--- config.mk ---
export PLATFORM = sky130hd
export DESIGN_NAME = sorted_sparse_vector_accumulator
export DESIGN_NICKNAME = d
export VERILOG_FILES = /design/src/hw/rtl/ssva_pkg.sv /design/src/hw/rtl/sorted_sparse_vector_accumulator.sv /design/src/hw/rtl/ssva_ctrl.sv /design/src/hw/rtl/ssva_datapath.sv
export VERILOG_INCLUDE_DIRS = /design/src /design/src/hw/rtl
export SDC_FILE = /design/constraint.sdc
export NUM_CORES = 2
export LEC_CHECK = 0
export BUFFER_PORTS_ARGS = -buffer_cell sky130_fd_sc_hd__buf_2
export CAP_MARGIN = 20
export CORE_MARGIN = 5
export CORE_UTILIZATION = 30
export CTS_CLUSTER_DIAMETER = 60
export DETAILED_ROUTE_END_ITERATION = 8
export SLEW_MARGIN = 20
export SYNTH_ARGS = -nofsm -noshare
export SYNTH_HDL_FRONTEND = slang
export SYNTH_SLANG_ARGS = --single-unit
--- constraint.sdc ---
create_clock -name clk -period 13.9 [get_ports clk]
set_input_delay 1.39 -clock clk [delete_from_list [all_inputs] [get_ports clk]]
set_output_delay 1.39 -clock clk [all_outputs]
set_load 0.01 [all_outputs]
--- src/hw/rtl/sorted_sparse_vector_accumulator_assert.svh ---
// Assertion macros for the sparse vector accumulator.
// Each expects clk and rst_n in scope.
`ifndef SORTED_SPARSE_VECTOR_ACCUMULATOR_ASSERT_SVH
`define SORTED_SPARSE_VECTOR_ACCUMULATOR_ASSERT_SVH

// Same-cycle implication.
`define SSVA_ASSERT_IMP(label, lhs, rhs) \
    label: assert property (@(posedge clk) disable iff (!rst_n) (lhs) |-> (rhs)) \
        else $error("ssva assertion failed");

// Next-cycle implication.
`define SSVA_ASSERT_NXT(label, lhs, rhs) \
    label: assert property (@(posedge clk) disable iff (!rst_n) (lhs) |=> (rhs)) \
        else $error("ssva assertion failed");

`endif

--- src/hw/rtl/ssva_pkg.sv ---
`timescale 1ns / 1ps

package ssva_pkg;

    localparam int CAPACITY = 16;
    localparam int CNT_W    = $clog2(CAPACITY + 1);
    localparam int POS_W    = 4;
    localparam int CMP_W    = (CNT_W > POS_W) ? CNT_W : POS_W;
    localparam int TOT_W    = (CNT_W > 5) ? CNT_W : 5;

    localparam logic [2:0] OP_INSERT = 3'd0;
    localparam logic [2:0] OP_ACCUM  = 3'd1;
    localparam logic [2:0] OP_DELETE = 3'd2;
    localparam logic [2:0] OP_READ   = 3'd3;
    localparam logic [2:0] OP_CLEAR  = 3'd4;

    localparam logic [1:0] ST_OK      = 2'd0;
    localparam logic [1:0] ST_FULL    = 2'd1;
    localparam logic [1:0] ST_MISSING = 2'd2;
    localparam logic [1:0] ST_REMOVED = 2'd3;

    typedef struct packed {
        logic capture;
        logic search;
        logic update;
    } cmd_t;

endpackage

--- src/hw/rtl/sorted_sparse_vector_accumulator.sv ---
// The result strobe (done) follows the SEARCH and UPDATE states after the accepting edge.
// A new item may be accepted in the UPDATE state of the last, at any fill level; search then update.
// The cell row compares all live entries at once, then shifts in one step.
// Reset clears the entry count and control; entry cells are not reset.
// Results are valid with done, which is high for one cycle; the receiver cannot stall.
`timescale 1ns / 1ps

// Sorted sparse vector: up to CAPACITY (index, value) pairs, ascending by
// signed index, each index unique.
//
// Per item:
//   accept edge  -> item captured, controller enters SEARCH (busy high)
//   SEARCH       -> every live cell compares its index against the key;
//                   the below-key prefix, match flag, matched value and
//                   positional read data are registered
//   UPDATE       -> sum, status, and one parallel cell move (shift up to
//                   open a slot, shift down to close one, or write value);
//                   a new item may be accepted on this cycle's closing edge
//   next cycle   -> done strobe with status/entry_total/read_* held stable
module sorted_sparse_vector_accumulator (
    input  logic                clk,
    input  logic                rst_n,
    input  logic                start,
    output logic                busy,
    output logic                done,
    input  logic [2:0]          op,
    input  logic signed [31:0]  key_index,
    input  logic signed [31:0]  amount,
    input  logic [3:0]          position,
    output logic [1:0]          status,
    output logic [4:0]          entry_total,
    output logic signed [31:0]  read_index,
    output logic signed [31:0]  read_value
);

`include "sorted_sparse_vector_accumulator_assert.svh"

    ssva_pkg::cmd_t cmd;

    // sequencing: idle / search / update
    ssva_ctrl u_ctrl (
        .clk   (clk),
        .rst_n (rst_n),
        .start (start),
        .busy  (busy),
        .done  (done),
        .cmd   (cmd)
    );

    // entry cells, compare row, update logic and result registers
    ssva_datapath u_datapath (
        .clk         (clk),
        .rst_n       (rst_n),
        .cmd         (cmd),
        .op          (op),
        .key_index   (key_index),
        .amount      (amount),
        .position    (position),
        .status      (status),
        .entry_total (entry_total),
        .read_index  (read_index),
        .read_value  (read_value)
    );

    // an accepted item always occupies the search cycle
    `SSVA_ASSERT_NXT(a_accept_busy, start && !busy, busy)
    // search lasts exactly one cycle
    `SSVA_ASSERT_NXT(a_busy_single, busy, !busy)
    // an item is accepted no earlier than the update state of the last, so strobes never touch
    `SSVA_ASSERT_NXT(a_done_single, done, !done)
    // every strobe traces back to an accepted item, through the search and update states
    `SSVA_ASSERT_IMP(a_done_origin, done, $past(start && !busy, 3))

endmodule

--- src/hw/rtl/ssva_ctrl.sv ---
`timescale 1ns / 1ps

module ssva_ctrl (
    input  logic            clk,
    input  logic            rst_n,
    input  logic            start,
    output logic            busy,
    output logic            done,
    output ssva_pkg::cmd_t  cmd
);

    typedef enum logic [1:0] {
        S_IDLE,
        S_SEARCH,
        S_UPDATE
    } state_t;

    state_t state_reg, state_next;
    logic   busy_reg, busy_next;
    logic   done_reg, done_next;
    logic   accept;

    assign accept = start && !busy_reg;

    always_comb
    begin
        state_next = state_reg;
        unique case (state_reg)
            S_IDLE:   state_next = accept ? S_SEARCH : S_IDLE;
            S_SEARCH: state_next = S_UPDATE;
            S_UPDATE: state_next = accept ? S_SEARCH : S_IDLE;
            default:  state_next = S_IDLE;
        endcase
        busy_next = (state_next == S_SEARCH);
        done_next = (state_reg == S_UPDATE);
    end

    always_ff @(posedge clk or negedge rst_n)
    begin
        if (!rst_n)
        begin
            state_reg <= S_IDLE;
            busy_reg  <= 1'b0;
            done_reg  <= 1'b0;
        end
        else
        begin
            state_reg <= state_next;
            busy_reg  <= busy_next;
            done_reg  <= done_next;
        end
    end

    assign busy        = busy_reg;
    assign done        = done_reg;
    assign cmd.capture = accept;
    assign cmd.search  = (state_reg == S_SEARCH);
    assign cmd.update  = (state_reg == S_UPDATE);

endmodule

--- src/hw/rtl/ssva_datapath.sv ---
`timescale 1ns / 1ps

module ssva_datapath (
    input  logic                clk,
    input  logic                rst_n,
    input  ssva_pkg::cmd_t      cmd,
    input  logic [2:0]          op,
    input  logic signed [31:0]  key_index,
    input  logic signed [31:0]  amount,
    input  logic [3:0]          position,
    output logic [1:0]          status,
    output logic [4:0]          entry_total,
    output logic signed [31:0]  read_index,
    output logic signed [31:0]  read_value
);

    // entry cells, kept sorted by index; only the first count_reg are live
    logic signed [31:0] idx_reg  [ssva_pkg::CAPACITY];
    logic signed [31:0] val_reg  [ssva_pkg::CAPACITY];
    logic signed [31:0] idx_next [ssva_pkg::CAPACITY];
    logic signed [31:0] val_next [ssva_pkg::CAPACITY];
    logic [ssva_pkg::CNT_W-1:0] count_reg, count_next;

    // captured item
    logic [2:0]         op_reg;
    logic signed [31:0] key_reg;
    logic signed [31:0] amt_reg;
    logic [3:0]         pos_reg;

    // search results
    logic [ssva_pkg::CAPACITY-1:0] less_s, found_s, less_reg;
    logic               found_any_reg;
    logic signed [31:0] old_val_s, old_val_reg;
    logic signed [31:0] rd_idx_s, rd_val_s, rd_idx_reg, rd_val_reg;
    logic               rd_ok_s, rd_ok_reg;
    logic [ssva_pkg::CMP_W-1:0] pos_ext;

    // update
    logic [ssva_pkg::CAPACITY-1:0] ins_here;
    logic signed [31:0] sum;
    logic               full;
    logic               do_ins, do_rem, do_wr, do_clr;
    logic [1:0]         st_next;
    logic signed [31:0] out_idx_next, out_val_next;

    logic [1:0]         status_reg;
    logic [4:0]         total_reg;
    logic signed [31:0] out_idx_reg, out_val_reg;

    assign pos_ext = ssva_pkg::CMP_W'(pos_reg);

    // parallel compare in every live cell; less_s is a prefix of ones
    always_comb
    begin
        less_s    = '0;
        found_s   = '0;
        old_val_s = '0;
        rd_idx_s  = '0;
        rd_val_s  = '0;
        for (int i = 0; i < ssva_pkg::CAPACITY; i++)
        begin
            if (ssva_pkg::CNT_W'(i) < count_reg)
            begin
                less_s[i]  = idx_reg[i] < key_reg;
                found_s[i] = idx_reg[i] == key_reg;
            end
            if (found_s[i])
                old_val_s = val_reg[i];
            if (pos_ext == ssva_pkg::CMP_W'(i))
            begin
                rd_idx_s = idx_reg[i];
                rd_val_s = val_reg[i];
            end
        end
        rd_ok_s = pos_ext < ssva_pkg::CMP_W'(count_reg);
    end

    // first cell not below the key: insert slot, or the match if present
    assign ins_here = ~less_reg & {less_reg[ssva_pkg::CAPACITY-2:0], 1'b1};
    assign sum      = old_val_reg + amt_reg;
    assign full     = count_reg >= ssva_pkg::CNT_W'(ssva_pkg::CAPACITY);

    always_comb
    begin
        do_ins       = 1'b0;
        do_rem       = 1'b0;
        do_wr        = 1'b0;
        do_clr       = 1'b0;
        st_next      = ssva_pkg::ST_OK;
        out_idx_next = '0;
        out_val_next = '0;
        unique case (op_reg)
            ssva_pkg::OP_INSERT:
            begin
                if (!found_any_reg)
                begin
                    if (full)
                        st_next = ssva_pkg::ST_FULL;
                    else
                        do_ins = 1'b1;
                end
            end
            ssva_pkg::OP_ACCUM:
            begin
                if (found_any_reg)
                begin
                    if (sum == 32'sd0)
                    begin
                        do_rem  = 1'b1;
                        st_next = ssva_pkg::ST_REMOVED;
                    end
                    else
                        do_wr = 1'b1;
                end
                else if (full)
                    st_next = ssva_pkg::ST_FULL;
                else
                    do_ins = 1'b1;
            end
            ssva_pkg::OP_DELETE:
            begin
                if (found_any_reg)
                    do_rem = 1'b1;
                else
                    st_next = ssva_pkg::ST_MISSING;
            end
            ssva_pkg::OP_READ:
            begin
                if (rd_ok_reg)
                begin
                    out_idx_next = rd_idx_reg;
                    out_val_next = rd_val_reg;
                end
                else
                    st_next = ssva_pkg::ST_MISSING;
            end
            ssva_pkg::OP_CLEAR: do_clr = 1'b1;
            default: ;
        endcase

        priority if (do_clr)
            count_next = '0;
        else if (do_ins)
            count_next = count_reg + 1'b1;
        else if (do_rem)
            count_next = count_reg - 1'b1;
        else
            count_next = count_reg;
    end

    // each cell shifts up, shifts down, loads, or holds
    always_comb
    begin
        for (int i = 0; i < ssva_pkg::CAPACITY; i++)
        begin
            idx_next[i] = idx_reg[i];
            val_next[i] = val_reg[i];
            if (!less_reg[i])
            begin
                if (do_ins)
                begin
                    if (ins_here[i])
                    begin
                        idx_next[i] = key_reg;
                        val_next[i] = amt_reg;
                    end
                    else if (i > 0)
                    begin
                        idx_next[i] = idx_reg[(i > 0) ? i - 1 : 0];
                        val_next[i] = val_reg[(i > 0) ? i - 1 : 0];
                    end
                end
                if (do_rem && (i < ssva_pkg::CAPACITY - 1))
                begin
                    idx_next[i] = idx_reg[(i < ssva_pkg::CAPACITY - 1) ? i + 1 : i];
                    val_next[i] = val_reg[(i < ssva_pkg::CAPACITY - 1) ? i + 1 : i];
                end
                if (do_wr && ins_here[i])
                    val_next[i] = sum;
            end
        end
    end

    always_ff @(posedge clk or negedge rst_n)
    begin
        if (!rst_n)
            count_reg <= '0;
        else if (cmd.update)
            count_reg <= count_next;
    end

    always_ff @(posedge clk)
    begin
        if (cmd.capture)
        begin
            op_reg  <= op;
            key_reg <= key_index;
            amt_reg <= amount;
            pos_reg <= position;
        end
        if (cmd.search)
        begin
            less_reg      <= less_s;
            found_any_reg <= |found_s;
            old_val_reg   <= old_val_s;
            rd_ok_reg     <= rd_ok_s;
            rd_idx_reg    <= rd_idx_s;
            rd_val_reg    <= rd_val_s;
        end
        if (cmd.update)
        begin
            for (int i = 0; i < ssva_pkg::CAPACITY; i++)
            begin
                idx_reg[i] <= idx_next[i];
                val_reg[i] <= val_next[i];
            end
            status_reg  <= st_next;
            total_reg   <= 5'(ssva_pkg::TOT_W'(count_next));
            out_idx_reg <= out_idx_next;
            out_val_reg <= out_val_next;
        end
    end

    assign status      = status_reg;
    assign entry_total = total_reg;
    assign read_index  = out_idx_reg;
    assign read_value  = out_val_reg;

endmodule
==> results summary <==
TritonCTS built the clock tree. The clock sink count came out at 1289. The total of endpoints with negative setup slack in the final report came out at 0. In this run the worst hold path is classified as primary input to async pin. The die covers slightly above 300000 um^2. The worst setup path is launched from a flip-flop. In this run the vertical extent of the chip is around 550 um. The HPWL after detailed placement is approximately 270000 um.

The final reports fail on DRC. Once layout is complete, the utilization of the core stands at 33.4%. In this run the clock root is driven by a sky130_fd_sc_hd__clkbuf_16. The total number of yosys warnings came out at 0. The cell count after synthesis is 10552. The flow ran to the end, but the final reports show violations. The maximum vdd drop came out at ~83 uV. The endpoint kind of the worst setup timing path is a flip-flop. The count of flip-flops with a built-in enable after synthesis came out at 1280. The count of cell types in the netlist is a little under 90.

Summed over all failing endpoints, the final setup total negative slack is 0 ns. For this run, the number of standard cells in the final layout without fillers is 14287. The count of buffers added by post-CTS timing repair for setup came out at 0. The share of the Yosys chip area taken by registers is between 40% and 50%. The initial antenna violation count came out at 33. The clock-pin slew on the worst setup and hold paths came out at 0.07 ns. In this run the tightest slew margin relative to its limit is under 10%. The wire length per cell after detailed routing came out at 29.1 um. The total area of multi-input combinational cells is 47400 um^2. The number of global-route vias before repair came out at 79442. The setup path with the least slack is of type flip-flop to flip-flop.

The total detailed-routing wirelength is approximately 420000 um. Using the TritonRoute via totals, the vias-per-cell ratio works out to 6.19. The number of nets in the layout came out at around 11000.

The maximum buffer depth of the clock tree came out at 4. The signal arrival time at the worst endpoint came out at around 9.6 ns. Across the whole layout, storage elements account for between 30000 and 40000 um^2. The instance area after placement is roughly 94000 um^2. The first-pass GRT wire length is between 500000 and 600000 um. The number of detailed-route iterations in the first pass is 9. The routability congestion estimate from global placement came out at between 0.9 and 1. The count of antenna-violating nets left after detailed routing is 0. Hold repair after CTS inserted 0 buffers. The power density over the cells came out at 108 nW/um^2. The total number of H-tree levels is 4. The cell count after placement came out at between 10000 and 15000.

After layout, the worst setup slack is between 4 and 5 ns. Of the cells placed in the final design, the portion with a size suffix greater than 1 is approximately 7.5%. The largest fanout on the critical path is ~100.

The site row count came out at 200. Hold is met by 0.398 ns. The highest clock frequency the design can meet is roughly 110 MHz. The measured slew at the worst slew-check pin came out at 1.42 ns. The die extent in x came out at between 500 and 600 um. Entering global routing, the biggest net connects approximately 250 pins. The pre-CTS setup slack came out at between 5 and 6 ns. The number of resized instances in the post-cts repair step came out at 0.

On the final layout, the worst clock skew is about 0.066 ns. The count of pins over their slew limit came out at 0. The area of the mapped netlist came out at 89000 um^2.

Setup repair after global routing left no endpoint under its margin. The effective utilization at floorplan is around 30%. In the synthesized netlist the dominant register cell turns out to be sky130_fd_sc_hd__edfxtp_1. The max-cap violation count is 0. In this run, CTS created clock tree buffers numbering 162. After routing the design area is a little under 100000 um^2.

After filler insertion, the fill cell instance count of the layout stands at 30438. The count of endpoints failing hold in the final timing report came out at 0. The number of buffers inserted by port buffering is 146.

The clock latency at the later pin of the worst-skew pair is between 0.8 and 0.9 ns. The fraction of the cycle the final worst path needs is between 60% and 70%. The per-instance average area after synthesis is around 8.4 um^2. The overall track demand over capacity in global routing is between 20% and 30%. The synthesized net count is ~11000. The number of remaining DRC errors is 8.

The count of pins on the block boundary came out at 147. The cell leakage power is between 30 and 40 nW. The synthesis-to-finish area growth is 11.1%. The routed via count is 88500.

The aggregate global routing overflow is 0. In this run the standard cell core region covers between 200000 and 300000 um^2. The worst path required time is between 10 and 15 ns.

The share of synthesized registers carrying an async set or reset is less than 1%. After layout, the minimum clock period comes to roughly 8.9 ns. The first routing iteration left around 16000 violations. The power after layout came out at approximately 11 mW. The synthesized design contains roughly 1300 register bits.
## worst max-delay path, stage by stage, from the launching register on
cell	delay, ns
sky130_fd_sc_hd__edfxtp_1	0.74
sky130_fd_sc_hd__ha_1	0.72
sky130_fd_sc_hd__nand2_1	0.14
sky130_fd_sc_hd__o21a_1	0.24
sky130_fd_sc_hd__nor3_1	0.62
sky130_fd_sc_hd__o21ai_0	0.30
sky130_fd_sc_hd__nand3_1	0.13
sky130_fd_sc_hd__a21oi_1	0.07
sky130_fd_sc_hd__or3_1	0.84
sky130_fd_sc_hd__nand4_2	0.44
sky130_fd_sc_hd__buf_4	0.44
sky130_fd_sc_hd__a21o_4	0.95
sky130_fd_sc_hd__buf_4	0.81
sky130_fd_sc_hd__buf_4	0.88
sky130_fd_sc_hd__buf_4	0.88
sky130_fd_sc_hd__nor2_1	0.10
sky130_fd_sc_hd__o22ai_1	0.19
## layer usage
| metal | GRT usage [%] | vias up | wire (um) |
|---|---|---|---|
| met2 | 35.6 | 7447 | 165000 |
| met1 | 34.4 | 41523 | 160000 |
| met3 | 9.92 | 1447 | 66700 |
| met4 | 12.1 | 22 | 23800 |
| met5 | 0.969 | - | 555 |
| li1 | - | 38061 | - |
## cell usage in the layout (no fill, tap or decap), types with 76 or more instances in the layout
master / Yosys / final
sky130_fd_sc_hd__mux2i_1: 117 / 117
sky130_fd_sc_hd__a222oi_1: 91 / 91
sky130_fd_sc_hd__nand4_1: 172 / 172
sky130_fd_sc_hd__nand2b_1: 100 / 83
sky130_fd_sc_hd__edfxtp_1: 1280 / 1280
sky130_fd_sc_hd__ha_1: 549 / 549
sky130_fd_sc_hd__buf_2: 80 / 146
sky130_fd_sc_hd__nor2_1: 1134 / 1105
sky130_fd_sc_hd__a22oi_1: 175 / 175
sky130_fd_sc_hd__nand3_1: 179 / 163
sky130_fd_sc_hd__nand2_1: 2675 / 2669
sky130_fd_sc_hd__o22ai_1: 496 / 496
sky130_fd_sc_hd__a21oi_1: 347 / 347
sky130_fd_sc_hd__buf_4: 7 / 240
sky130_fd_sc_hd__a31oi_1: 496 / 496
sky130_fd_sc_hd__o21ai_0: 768 / 765
sky130_fd_sc_hd__clkbuf_16: 0 / 164
sky130_fd_sc_hd__a21o_1: 203 / 202
sky130_fd_sc_hd__and2_1: 76 / 76
## cell families after synthesis
| family | Yosys count | share of synthesized area [%] |
|---|---|---|
| simple gates | 4611 | 21.4 |
| compound gates | 2978 | 21.2 |
| flops | 1289 | 43.4 |
| buf+inv | 963 | 4.26 |
| fa+ha+maj | 550 | 7.74 |
| mux | 138 | 1.71 |
| xor+xnor | 23 | 0.226 |
## area by class of cell
type / count / share of cell area [%]
inverter: 70 / 0.268
sequential: 1289 / 39.1
multi-input combinational: 8300 / 47.9
clock buffer: 200 / 4.29
tap: 3939 / 4.99
timing repair buffer: 399 / 2.81
antenna: 15 / 0.0380
clock inverter: 75 / 0.549
## Yosys cell counts (all sizes together) (7+ instances only)
library cell,number,area share [%]
a2111oi,7,0.10
a211o,11,0.11
a211oi,23,0.19
a21boi,10,0.084
a21o,203,1.7
a21oi,348,2.0
a221o,17,0.19
a221oi,59,0.58
a222oi,91,1.0
a22oi,175,1.5
a31oi,496,3.5
a41oi,22,0.22
and2,78,0.55
and3,12,0.084
and4,9,0.089
buf,123,0.70
clkbuf,770,3.3
dfrtp,9,0.25
edfxtp,1280,43
ha,549,7.7
inv,69,0.29
mux2,11,0.14
mux2i,117,1.3
mux4,10,0.25
nand2,2675,11
nand2b,100,0.70
nand3,179,1.0
nand4,173,1.2
nor2,1134,4.8
nor2b,82,0.58
nor3,75,0.42
nor4,32,0.22
o211ai,21,0.18
o21a,57,0.48
o21ai,802,4.5
o21bai,11,0.093
o221ai,70,0.69
o22ai,496,3.5
o311ai,17,0.18
o31ai,12,0.10
or2,10,0.070
or3,32,0.22
xnor2,17,0.17
## power breakdown
group / leakage [nW] / internal [mW] / switching, mW
Clock: 2.33 / 2.25 / 1.82
Sequential: 11.8 / 4.45 / 0.171
Combinational: 24.0 / 0.582 / 1.45
## path summary, 6_finish.rpt
check | start | endpoint | slack [ns] | cells past startpoint
worst min register to register | u_datapath.rd_val_reg[8] | u_datapath.read_value[8] | 0.46 | 1
min in group clk | u_datapath.rd_val_reg[8] | u_datapath.read_value[8] | 0.46 | 1
worst max-delay path | u_datapath.amt_reg[14] | u_datapath.val_reg[3][18] | 4.95 | 16
worst min-delay path | rst_n | u_datapath.count_reg[0] | 0.40 | 1
max in group asynchronous | rst_n | u_ctrl.busy | 13.30 | 1
worst max register to register | u_datapath.amt_reg[14] | u_datapath.val_reg[3][18] | 4.95 | 16
(Power assumes the default switching activity.)
